## config.mk

```make
export PLATFORM = sky130hd
export DESIGN_NAME = rgbw_led_strip_pwm_serializer
export DESIGN_NICKNAME = d
export VERILOG_FILES = /design/src/rtl/rlsp_pkg.sv /design/src/rtl/rlsp_ram.sv /design/src/rtl/rlsp_front.sv /design/src/rtl/rlsp_fifo.sv /design/src/rtl/rlsp_back.sv /design/src/rtl/rgbw_led_strip_pwm_serializer.sv
export SDC_FILE = /design/constraint.sdc
export NUM_CORES = 2
export LEC_CHECK = 0
export BUFFER_PORTS_ARGS = -buffer_cell sky130_fd_sc_hd__buf_2
export CORE_MARGIN = 4
export CORE_UTILIZATION = 35
export CTS_CLUSTER_SIZE = 10
export DETAILED_ROUTE_END_ITERATION = 10
export GPL_TIMING_DRIVEN = 1
export PLACE_DENSITY = 0.48
export REMOVE_ABC_BUFFERS = 1
export SYNTH_ARGS = -nofsm -noshare
export SYNTH_HDL_FRONTEND = slang
export SYNTH_SLANG_ARGS = --single-unit
```

## constraint.sdc

```tcl
create_clock -name clk -period 6.6 [get_ports clk]
set_input_delay 0 -clock clk [delete_from_list [all_inputs] [get_ports clk]]
set_output_delay 0 -clock clk [all_outputs]
set_load 0.005 [all_outputs]
```

## src/rtl/rlsp_pkg.sv

```systemverilog
// ----------------------------------------------------------------------------
// rlsp_pkg - shared types and constants for the RGBW LED strip serializer
// Frame geometry, command codes and the command queue entry.
// ----------------------------------------------------------------------------
package rlsp_pkg;

  // Strip geometry
  localparam int PIXELS         = 64;
  localparam int RESET_WORDS    = 64;
  localparam int BITS_PER_PIXEL = 32;
  localparam int PIX_BITS       = PIXELS * BITS_PER_PIXEL;
  localparam int FRAME_WORDS    = PIX_BITS + RESET_WORDS;

  localparam int POS_W  = $clog2(FRAME_WORDS);
  localparam int IDX_W  = (PIXELS > 1) ? $clog2(PIXELS) : 1;
  localparam int BIT_SH = $clog2(BITS_PER_PIXEL);

  // Green is the top byte of a stored pixel word
  localparam int GREEN_LSB = 24;

  localparam logic [7:0] FORCED_GREEN   = 8'h4F;
  localparam logic [7:0] LOW_DUTY_RESET = 8'd30;

  // Command codes (tuser on the input stream)
  localparam logic [1:0] MODE_SET_ONE = 2'd0;
  localparam logic [1:0] MODE_SET_ALL = 2'd1;
  localparam logic [1:0] MODE_FRAME   = 2'd2;
  localparam logic [1:0] MODE_TICK    = 2'd3;

  // Command queue
  localparam int FIFO_DEPTH = 2;
  localparam int FIFO_AW    = $clog2(FIFO_DEPTH);

  typedef struct packed {
    logic [1:0]       mode;
    logic [IDX_W-1:0] idx;
    logic [31:0]      word;   // green, red, blue, white from msb down
  } item_t;

endpackage

```

## src/rtl/rlsp_ram.sv

```systemverilog
// ----------------------------------------------------------------------------
// rlsp_ram - generic simple dual port RAM
// One write port, one read port, read data registered and held when idle.
// ----------------------------------------------------------------------------
module rlsp_ram #(
  parameter int WIDTH = 32,
  parameter int DEPTH = 64
) (
  input  logic                     clk,
  input  logic                     we,
  input  logic [$clog2(DEPTH)-1:0] waddr,
  input  logic [WIDTH-1:0]         wdata,
  input  logic                     re,
  input  logic [$clog2(DEPTH)-1:0] raddr,
  output logic [WIDTH-1:0]         rdata
);

  logic [WIDTH-1:0] mem [DEPTH];

  always_ff @(posedge clk) begin
    if (we) begin
      mem[waddr] <= wdata;
    end
    if (re) begin
      rdata <= mem[raddr];
    end
  end

endmodule

```

## src/rtl/rlsp_front.sv

```systemverilog
// ----------------------------------------------------------------------------
// rlsp_front - input decode
// Unpacks the input word, drops out-of-range pixel writes, feeds the queue.
// ----------------------------------------------------------------------------
module rlsp_front (
  input  logic                s_tvalid,
  output logic                s_tready,
  input  logic [39:0]         s_tdata,
  input  logic [1:0]          s_tuser,
  input  logic                q_full,
  output logic                q_push,
  output rlsp_pkg::item_t     q_item
);

  logic [5:0] pixel_index;
  logic [7:0] red, green, blue, white;
  logic       keep;

  assign pixel_index = s_tdata[5:0];
  assign red         = s_tdata[13:6];
  assign green       = s_tdata[21:14];
  assign blue        = s_tdata[29:22];
  assign white       = s_tdata[37:30];

  // Only single-pixel writes can be out of range; those are swallowed here.
  always_comb begin
    keep = 1'b1;
    if (s_tuser == rlsp_pkg::MODE_SET_ONE) begin
      keep = (32'(pixel_index) < 32'(rlsp_pkg::PIXELS));
    end
  end

  assign s_tready    = !q_full;
  assign q_push      = s_tvalid && !q_full && keep;
  assign q_item.mode = s_tuser;
  assign q_item.idx  = rlsp_pkg::IDX_W'(pixel_index);
  assign q_item.word = {green, red, blue, white};

endmodule

```

## src/rtl/rlsp_fifo.sv

```systemverilog
// ----------------------------------------------------------------------------
// rlsp_fifo - command queue
// Short queue between decode and the frame engine.
// ----------------------------------------------------------------------------
module rlsp_fifo (
  input  logic            clk,
  input  logic            rst,
  input  logic            push,
  input  rlsp_pkg::item_t din,
  output logic            full,
  input  logic            pop,
  output logic            valid,
  output rlsp_pkg::item_t dout
);

  localparam int AW = rlsp_pkg::FIFO_AW;

  rlsp_pkg::item_t mem [rlsp_pkg::FIFO_DEPTH];
  logic [AW-1:0]   wr_ptr, rd_ptr;
  logic [AW:0]     count;
  logic            do_push, do_pop;

  assign full    = (count == (AW+1)'(rlsp_pkg::FIFO_DEPTH));
  assign valid   = (count != '0);
  assign dout    = mem[rd_ptr];
  assign do_push = push && !full;
  assign do_pop  = pop && valid;

  function automatic logic [AW-1:0] bump(input logic [AW-1:0] p);
    logic [AW-1:0] r;
    r = (p == AW'(rlsp_pkg::FIFO_DEPTH - 1)) ? '0 : p + 1'b1;
    return r;
  endfunction

  always_ff @(posedge clk) begin
    if (do_push) begin
      mem[wr_ptr] <= din;
    end
  end

  always_ff @(posedge clk) begin
    if (rst) begin
      wr_ptr <= '0;
      rd_ptr <= '0;
      count  <= '0;
    end else begin
      if (do_push) begin
        wr_ptr <= bump(wr_ptr);
      end
      if (do_pop) begin
        rd_ptr <= bump(rd_ptr);
      end
      if (do_push && !do_pop) begin
        count <= count + 1'b1;
      end else if (do_pop && !do_push) begin
        count <= count - 1'b1;
      end
    end
  end

endmodule

```

## src/rtl/rlsp_back.sv

```systemverilog
// ----------------------------------------------------------------------------
// rlsp_back - frame engine
// Executes queued commands: pixel store updates, frame control and ticks.
// ----------------------------------------------------------------------------
module rlsp_back (
  input  logic            clk,
  input  logic            rst,
  input  logic            low_duty_we,
  input  logic [7:0]      low_duty_wdata,
  input  logic            head_valid,
  input  rlsp_pkg::item_t head,
  output logic            pop,
  output logic            m_tvalid,
  input  logic            m_tready,
  output logic [15:0]     m_tdata,
  output logic            m_tuser,
  output logic            m_tlast
);

  localparam int POS_W = rlsp_pkg::POS_W;
  localparam int IDX_W = rlsp_pkg::IDX_W;
  localparam int SH    = rlsp_pkg::BIT_SH;

  logic [7:0]               low_duty;
  logic                     busy;
  logic [POS_W-1:0]         pos;
  logic                     g0_force;   // pixel 0 green overridden to the forced value
  logic [31:0]              fill;       // value from the last set-all
  logic [rlsp_pkg::PIXELS-1:0] vld;     // entry written since the last set-all

  // read stage
  logic                     b_valid, b_pixel, b_send, b_end, b_from_ram, b_alt;
  logic [SH-1:0]            b_bit;
  // output register
  logic                     o_valid, o_send, o_end;
  logic [8:0]               o_duty;

  logic                     is_tick, out_free, b_adv, tick_go;
  logic                     ram_we, ram_re, pix_sec, last_word;
  logic [IDX_W-1:0]         ridx;
  logic [SH-1:0]            bitpos;
  logic                     force_hit, alt_bit, from_ram, pix_bit;
  logic [31:0]              rdata;
  logic [8:0]               duty_next;

  always_ff @(posedge clk) begin
    if (rst) begin
      low_duty <= rlsp_pkg::LOW_DUTY_RESET;
    end else if (low_duty_we) begin
      low_duty <= low_duty_wdata;
    end
  end

  assign is_tick  = (head.mode == rlsp_pkg::MODE_TICK);
  assign out_free = !o_valid || m_tready;
  assign b_adv    = !b_valid || out_free;
  assign tick_go  = head_valid && is_tick && b_adv;
  assign pop      = head_valid && (!is_tick || b_adv);
  assign ram_we   = head_valid && (head.mode == rlsp_pkg::MODE_SET_ONE);

  // bit selection for the current frame position
  assign pix_sec   = (pos < POS_W'(rlsp_pkg::PIX_BITS));
  assign last_word = (pos == POS_W'(rlsp_pkg::FRAME_WORDS - 1));
  assign ridx      = IDX_W'(pos >> SH);
  assign bitpos    = ~pos[SH-1:0];
  assign force_hit = g0_force && (ridx == '0) && (bitpos >= SH'(rlsp_pkg::GREEN_LSB));
  assign alt_bit   = force_hit ? rlsp_pkg::FORCED_GREEN[bitpos[2:0]] : fill[bitpos];
  assign from_ram  = vld[ridx] && !force_hit;
  assign ram_re    = tick_go;

  rlsp_ram #(
    .WIDTH (32),
    .DEPTH (rlsp_pkg::PIXELS)
  ) u_store (
    .clk   (clk),
    .we    (ram_we),
    .waddr (head.idx),
    .wdata (head.word),
    .re    (ram_re),
    .raddr (ridx),
    .rdata (rdata)
  );

  // control state
  always_ff @(posedge clk) begin
    if (rst) begin
      busy     <= 1'b0;
      pos      <= '0;
      g0_force <= 1'b0;
      fill     <= '0;
      vld      <= '0;
    end else if (pop) begin
      unique case (head.mode)
        rlsp_pkg::MODE_SET_ONE: begin
          vld[head.idx] <= 1'b1;
          if (head.idx == '0) begin
            g0_force <= 1'b0;
          end
        end
        rlsp_pkg::MODE_SET_ALL: begin
          fill     <= head.word;
          vld      <= '0;
          g0_force <= 1'b0;
        end
        rlsp_pkg::MODE_FRAME: begin
          g0_force <= 1'b1;
          busy     <= !busy;
          pos      <= '0;
        end
        rlsp_pkg::MODE_TICK: begin
          if (busy) begin
            if (last_word) begin
              busy <= 1'b0;
              pos  <= '0;
            end else begin
              pos <= pos + 1'b1;
            end
          end
        end
      endcase
    end
  end

  // read stage: waits on the store's registered read
  always_ff @(posedge clk) begin
    if (rst) begin
      b_valid <= 1'b0;
    end else if (b_adv) begin
      b_valid <= tick_go;
    end
  end

  always_ff @(posedge clk) begin
    if (tick_go) begin
      b_pixel    <= busy && pix_sec;
      b_send     <= busy;
      b_end      <= busy && last_word;
      b_from_ram <= from_ram;
      b_alt      <= alt_bit;
      b_bit      <= bitpos;
    end
  end

  assign pix_bit   = b_from_ram ? rdata[b_bit] : b_alt;
  assign duty_next = !b_pixel ? 9'd0 :
                     pix_bit  ? {low_duty, 1'b0} : {1'b0, low_duty};

  always_ff @(posedge clk) begin
    if (rst) begin
      o_valid <= 1'b0;
    end else if (out_free) begin
      o_valid <= b_valid;
    end
  end

  always_ff @(posedge clk) begin
    if (out_free && b_valid) begin
      o_duty <= duty_next;
      o_send <= b_send;
      o_end  <= b_end;
    end
  end

  assign m_tvalid = o_valid;
  assign m_tdata  = {7'd0, o_duty};
  assign m_tuser  = o_send;
  assign m_tlast  = o_end;

  // ---- assertions ----
  a_end_sending: assert property (@(posedge clk) disable iff (rst)
    o_valid && o_end |-> o_send)
    else $error("frame end flagged on a word outside a frame");

  a_idle_pos: assert property (@(posedge clk) disable iff (rst)
    !busy |-> pos == '0)
    else $error("frame position moved while idle");

  a_pos_range: assert property (@(posedge clk) disable iff (rst)
    pos < POS_W'(rlsp_pkg::FRAME_WORDS))
    else $error("frame position past frame length");

  a_one_port_op: assert property (@(posedge clk) disable iff (rst)
    !(ram_we && ram_re))
    else $error("store read and write in the same cycle");

  a_read_hold: assert property (@(posedge clk) disable iff (rst)
    b_valid && !out_free |=> b_valid && !$past(ram_re))
    else $error("read stage lost a word or reread while stalled");

endmodule

```

## src/rtl/rgbw_led_strip_pwm_serializer.sv

```systemverilog
// ----------------------------------------------------------------------------
// rgbw_led_strip_pwm_serializer - RGBW LED strip PWM bit serializer
// Holds the pixel store and turns each timer tick into one PWM duty word.
// ----------------------------------------------------------------------------
// Usage:
//   Input stream (s_*): one command word per transfer. tuser carries the mode:
//   set one pixel, set all pixels, start/abort frame, or bit tick. Only ticks
//   produce an output word; the others update state silently.
//   Output stream (m_*): duty compare value in tdata, tuser high while a frame
//   is sending, tlast on the final reset-gap word of a frame.
//   low_duty_we/low_duty_wdata write the zero-bit compare count (one bit uses
//   twice that); write it only while the block is idle.
// Timing:
//   A tick's word reaches m_* through the queue entry, then the store read
//   stage, then the output register. One command per cycle is sustained
//   while m_tready does not stall: decode feeds a 2-entry queue, the frame
//   engine takes one command a cycle and the pixel RAM sees at most one access
//   per command. Set-all needs no per-pixel writes (fill register plus per-pixel valid bits).
// Reset: synchronous, active high. Store reads as zero, idle, low_duty = 30.
// Back pressure: a stalled m_tready holds the output word; the next tick waits
//   in the read stage, later ticks back up in the 2-entry queue, and s_tready
//   drops once the queue is full. Nothing is dropped or duplicated.
// ----------------------------------------------------------------------------
module rgbw_led_strip_pwm_serializer (
  input  logic        clk,
  input  logic        rst,
  // config
  input  logic        low_duty_we,
  input  logic [7:0]  low_duty_wdata,
  // command stream
  input  logic        s_tvalid,
  output logic        s_tready,
  input  logic [39:0] s_tdata,   // pixel_index[5:0], red, green, blue, white, 2'b0
  input  logic [1:0]  s_tuser,   // mode
  // duty stream
  output logic        m_tvalid,
  input  logic        m_tready,
  output logic [15:0] m_tdata,   // duty[8:0], 7'b0
  output logic        m_tuser,   // sending
  output logic        m_tlast    // frame_end
);

  logic            q_full, q_push, q_pop, q_valid;
  rlsp_pkg::item_t q_in, q_out;

  // decode and filter
  rlsp_front u_front (
    .s_tvalid (s_tvalid),
    .s_tready (s_tready),
    .s_tdata  (s_tdata),
    .s_tuser  (s_tuser),
    .q_full   (q_full),
    .q_push   (q_push),
    .q_item   (q_in)
  );

  // decouples input acceptance from the engine's stalls
  rlsp_fifo u_queue (
    .clk   (clk),
    .rst   (rst),
    .push  (q_push),
    .din   (q_in),
    .full  (q_full),
    .pop   (q_pop),
    .valid (q_valid),
    .dout  (q_out)
  );

  // pixel store, frame sequencing and output register
  rlsp_back u_engine (
    .clk            (clk),
    .rst            (rst),
    .low_duty_we    (low_duty_we),
    .low_duty_wdata (low_duty_wdata),
    .head_valid     (q_valid),
    .head           (q_out),
    .pop            (q_pop),
    .m_tvalid       (m_tvalid),
    .m_tready       (m_tready),
    .m_tdata        (m_tdata),
    .m_tuser        (m_tuser),
    .m_tlast        (m_tlast)
  );

endmodule
```

### Word level (Yosys, flattened, before mapping)

Memory sizes are Yosys's and may differ from the RTL's. A register that Yosys moved wholly into a read port is not among the register bits.
Cells that the tools add are included.

* word-level logic and storage cells: 121
* output and inout port bits: 20
* memories: 3
* input bits: 55
* memory bits (read-only): 8
* RAM bits: 2128
* bits in registers: 145

* reductions and logical operators: 42
* magnitude comparators: 8
* multiplexer cells: 31
* add/sub/neg operators: 5
* bitwise logic cells: 3
* eq/ne operators: 7

Memory list
* u_engine.u_store.mem: words 64, width 32, rd ports 1, clocked after memory_dff 1, write ports 1, RTL line rlsp_ram.sv:18 `logic [WIDTH-1:0] mem [DEPTH];`
* u_queue.mem: words 2, width 40, rd ports 1, clocked after memory_dff 1, write ports 1, RTL line rlsp_fifo.sv:18 `rlsp_pkg::item_t mem [rlsp_pkg::FIFO_DEPTH];`
* (name not given): words 8, width 1, rd ports 1, clocked after memory_dff 0, write ports 0, RTL line rlsp_back.sv:67 `assign alt_bit = force_hit ? rlsp_pkg::FORCED_GREEN[bitpos[2:0]] : fill[bitpos];`

Operator list (count)
* 64-bit case mux with 2 select lines: 1
* 64-bit bitwise OR: 1
* 12-bit two-way mux: 2
* 12-bit case mux with 2 select lines: 1
* 1-bit two-way mux: 18
* 1-bit logical AND: 16
* 6-bit by 7-bit less-than comparator with 1-bit output (second input constant): 2
* 12-bit by 1-bit adder with 12-bit output (second input constant): 1
* 12-bit == test (second input constant): 1
* 6-bit zero test: 2
* 12-bit less-than comparator (second input constant): 1
* 5-bit by 6-bit less-than comparator with 1-bit output (second input constant): 2
* 1-bit binary-select mux with 5-bit select: 2
* 1-bit zero test: 8
* 8-bit two-way mux: 1
* 2-bit AND reduction: 4
* 2-bit nonzero test: 4
* 1-bit binary-select mux with 6-bit select: 1
* 1-bit demux with 6-bit select: 1
* 2-bit == test (second input constant): 3
* 6-bit by 1-bit greater-or-equal comparator with 1-bit output (second input constant): 1
* 3-bit AND reduction: 2
* 5-bit greater-or-equal comparator (second input constant): 1
* 5-bit NOT: 1
* 15 further kinds: 19

### Longest topological paths before layout

* depth after elaboration: 9
* gate-level depth with buffers: 14
* depth with buffers taken out: 9

### Hierarchy

A second synthesis with hierarchy kept.

* cells, all modules: 4194
* area, all modules: 88625.0 um^2

By module, submodules not included
* rlsp_ram: cells each 3324, area an instance 78835.6 um^2, times used 1, sequential area each 62459.9 um^2
* rlsp_back: cells each 679, area an instance 6386.1 um^2, times used 1, sequential area each 3032.9 um^2
* rlsp_fifo: cells each 149, area an instance 3093.0 um^2, times used 1, sequential area each 2502.4 um^2
* rlsp_front: cells each 42, area an instance 310.3 um^2, times used 1, sequential area each 0.0 um^2

### Least setup slack after synthesis

Ideal clock, no wire load.

* kind: register -> register
* from: reg with a tool-made name
* to: reg u_engine.b_alt (enable)
* required time: 6.159 ns
* cell stages (with the launch flop): 10
* clock period less this slack: 4.163 ns
* setup slack: 2.437 ns
* arrival: 3.722 ns
* path buffers: 4
* library setup time: 0.441 ns
* cell sequence: dfxtp_1 > clkbuf_1 > buf_2 > buf_2 > buf_1 > mux2i_1 > inv_1 > ha_1 > o21ai_0 > nor2_1

RTL lines
* end signal: assignment: RTL line rlsp_back.sv:139 `b_alt <= alt_bit;`
* end: declaration: RTL line rlsp_back.sv:32 `logic b_valid, b_pixel, b_send, b_end, b_from_ram, b_alt;`

==> results.cfg <==
[sta]
rsz0062_at_grt = no
final_hold_viol_count = 0
timing.final.crit_period_ps = 4299
finalMaxSlewViolations = 0
tightest_slew_ps = 1285
finalSetupViolations = 0
min_period_over_period_pct = 65.13
finalClockSkew_ps = 58.23
postLayoutSetupSlackWorst_ps = 2301
max_clock_freq_ghz = 0.2326
max_slew_margin_pct = 14.34

[run]
drv_cap = 0

[synthesis]
synth.avg_cell_area_um2 = 22.18
ys_seq_elements = 2306
synth_simple_gate_area_share_pct = 2.012
yosys.area_share.adder_pct = 0.09919
muxShareOfSynthArea_pct = 17.69
synth_xor_area_share_pct = 0.1389
synth_compound_area_share_pct = 1.815
ys.flop_type = edfxtp_1
synth_top_family_by_area = multiplexers
synth_edf_count = 2181
yosysWarningCount = 0
netlist_area_mm2 = 0.08830
postSynthCellCount = 3981
synth_cell_types = 54
ys_seq_area_share_pct = 77.00
ys_async_sr_fraction_pct = 0

[placement]
post-place-ws_ps = 2245
dp_hpwl_mm = 136.1
gp_congestion = 0.7462
portBuffers = 65

[detailed_routing]
route.detailed.drc = 0
firstDrtPassIters = 5
wire_per_inst_um = 30.65
met1_length_mm = 105.6
dr_wl_met3_mm = 15.33
drt-initial-drc-count = 4583
num_vias = 42260
ant_nets = 0
route.met2.wl_mm = 114.1
via_per_inst = 5.374
highest_layer = met5
drt-total-wl_mm = 241.0

[layout]
fin_util_pct = 40.91
layout_common_cells = edfxtp_1 (2181), mux4_2 (633), clkbuf_16 (292), buf_4 (166), nor2_1 (152)
areaGrowthSynthToFinish_pct = 16.37
fillers = 21910
nets = 4480
drive_gt1_share_pct = 28.75
layout_commonest_cell = edfxtp_1

[status]
status = completed

[clocking]
numCtsBuffers = 287
clkSinkCount = 2306
cts_tree = done
cts_root_buf = clkbuf_16
clk_latency_ps = 910
clkTransAtPathRegs_ps = 50
htree_levels = 5
cts_buffer_depth = 4

[global_routing]
antenna_found_initial = 24
grt_pass1_vias = 43790
grt_max_degree = 114
gr-total-overflow = 0
grt_pass1_wl_mm = 338.7
grtUsageTotal_pct = 18.44

[floorplan]
die_x_um = 510.3
die-area_mm2 = 0.2604
start_util_pct = 35.16
ioPinCount = 75
row_count = 184
core_mm2 = 0.2512
die_h_um = 510.3

[worst_hold_path]
hold_start = s_tvalid
hold_class = input port to flip-flop

[critical_path]
end_kind = flip-flop
setup.worst_path.start_class = flip-flop
crit_fanout = 26
cp_data_required_time_ps = 7150
path_class = flip-flop to flip-flop
cp.arrival_ps = 4850

[power]
powerDensity_mw_per_mm2 = 329.9
max-vdd-ir-drop_mv = 0.3707
p_leak_nw = 30.95
==> cells by family (layout without fill, tap and decap cells) <==
logic type / Yosys count / in the layout
adders and majority gates: 7 / 7
muxes: 765 / 765
and+or+nand+nor: 398 / 398
other: 1 / 14
AOI/OAI and AO/OA: 254 / 254
buffers and inverters: 236 / 757
DFF: 2306 / 2306
xor gates and xnor gates: 14 / 14
==> cell usage after synthesis (35+ instances only) <==
| cell | n | area share [%] |
|---|---|---|
| a211oi_1 | 44 | 0.37 |
| nor2_1 | 219 | 0.93 |
| mux4_2 | 633 | 16 |
| a21oi_1 | 110 | 0.62 |
| clkbuf_1 | 81 | 0.34 |
| mux2i_1 | 97 | 1.1 |
| edfxtp_1 | 2181 | 74 |
| nor2b_1 | 43 | 0.30 |
| dfxtp_1 | 125 | 2.8 |
| nand2_1 | 57 | 0.24 |
| mux2_2 | 35 | 0.45 |
| buf_2 | 77 | 0.44 |
==> layout make-up <==
type                    count  area [um2]  share of cell area (%)
flip-flops and latches   2306       68010                   66.19
multi-input cells        1445       19750                   19.22
clock buffers             364        7597                   7.393
well taps                3348        4189                   4.077
repair buffers            361        3033                   2.951
clock inverters            15       97.59                 0.09497
inverters                  17       63.81                 0.06210
diodes                      7       17.52                 0.01705
==> per-stage QoR <==
| stage | hold WS (ps) | area [um2] | instances | setup TNS [ps] | total power, mW |
|---|---|---|---|---|---|
| 6_report | 143.8 | 102800 | 7863 | 0 | 33.90 |
| 5_1_grt | 125.5 | 102700 | 7857 | 0 | 35.09 |
| 4_1_cts | 83.25 | 102700 | 7856 | 0 | 34.30 |
| 3_5_place_dp | 191.6 | 93910 | 7363 | 0 | 20.74 |
| 3_3_place_gp | 187.1 | 93910 | 7363 | 0 | 20.64 |
| 2_1_floorplan | 69.07 | 87300 | 3768 | -785950 | 19.12 |
==> worst max-delay path, cell delays in order (launching register included) <==
cell and delay [ps]:
dfxtp_2 700, mux2i_1 370, ha_1 270, nor2b_1 550, nand2_2 690, nor2_4 930
buf_4 420
==> worst paths after layout <==
path / cells after the start / end / slack, ps
worst max-delay path: 6 / u_engine.u_store.mem[9][14] / 2300
worst min-delay path: 5 / u_queue.wr_ptr / 140
worst max register to register: 6 / u_engine.u_store.mem[9][14] / 2300
worst min register to register: 0 / u_engine.m_tuser / 430
==> sequential cells by signal, indices dropped and copies added, names as in the netlist, named ones only <==
name                    count
u_engine.m_tlast            1
u_engine.b_bit              5
u_engine.g0_force           1
u_queue.count               2
u_engine.low_duty           8
u_engine.fill              32
u_queue.mem                80
u_engine.b_alt              1
u_engine.o_duty             9
u_engine.busy               1
u_engine.vld               64
u_queue.rd_ptr              1
u_engine.u_store.mem     2048
u_engine.b_end              1
u_engine.pos               12
u_engine.m_tvalid           1
u_engine.b_valid            1
u_engine.u_store.rdata     32
u_engine.b_send             1
u_engine.b_from_ram         1
u_engine.b_pixel            1
u_engine.m_tuser            1
u_queue.wr_ptr              1
==> what timing repair did <==
action / in CTS / in global routing
buffers inserted: 0 / 0
hold buffers: 114 / 0
endpoints found under the hold margin: 223 / 0
gates resized for setup: 0 / 0
==> layer usage <==
layer	up-vias	GRT usage [%]
met5	-	0
met4	2	4.859
met3	321	3.731
met2	1270	29.12
met1	23120	26.23
li1	17540	-
==> where the power goes <==
part | internal [mW] | switching [mW] | total [mW]
registers | 17.5 | 0.145 | 17.7
logic | 0.466 | 2.30 | 2.76
clock network | 7.95 | 5.52 | 13.5
total | 25.9 | 7.96 | 33.9
(Power assumes the default switching activity.)
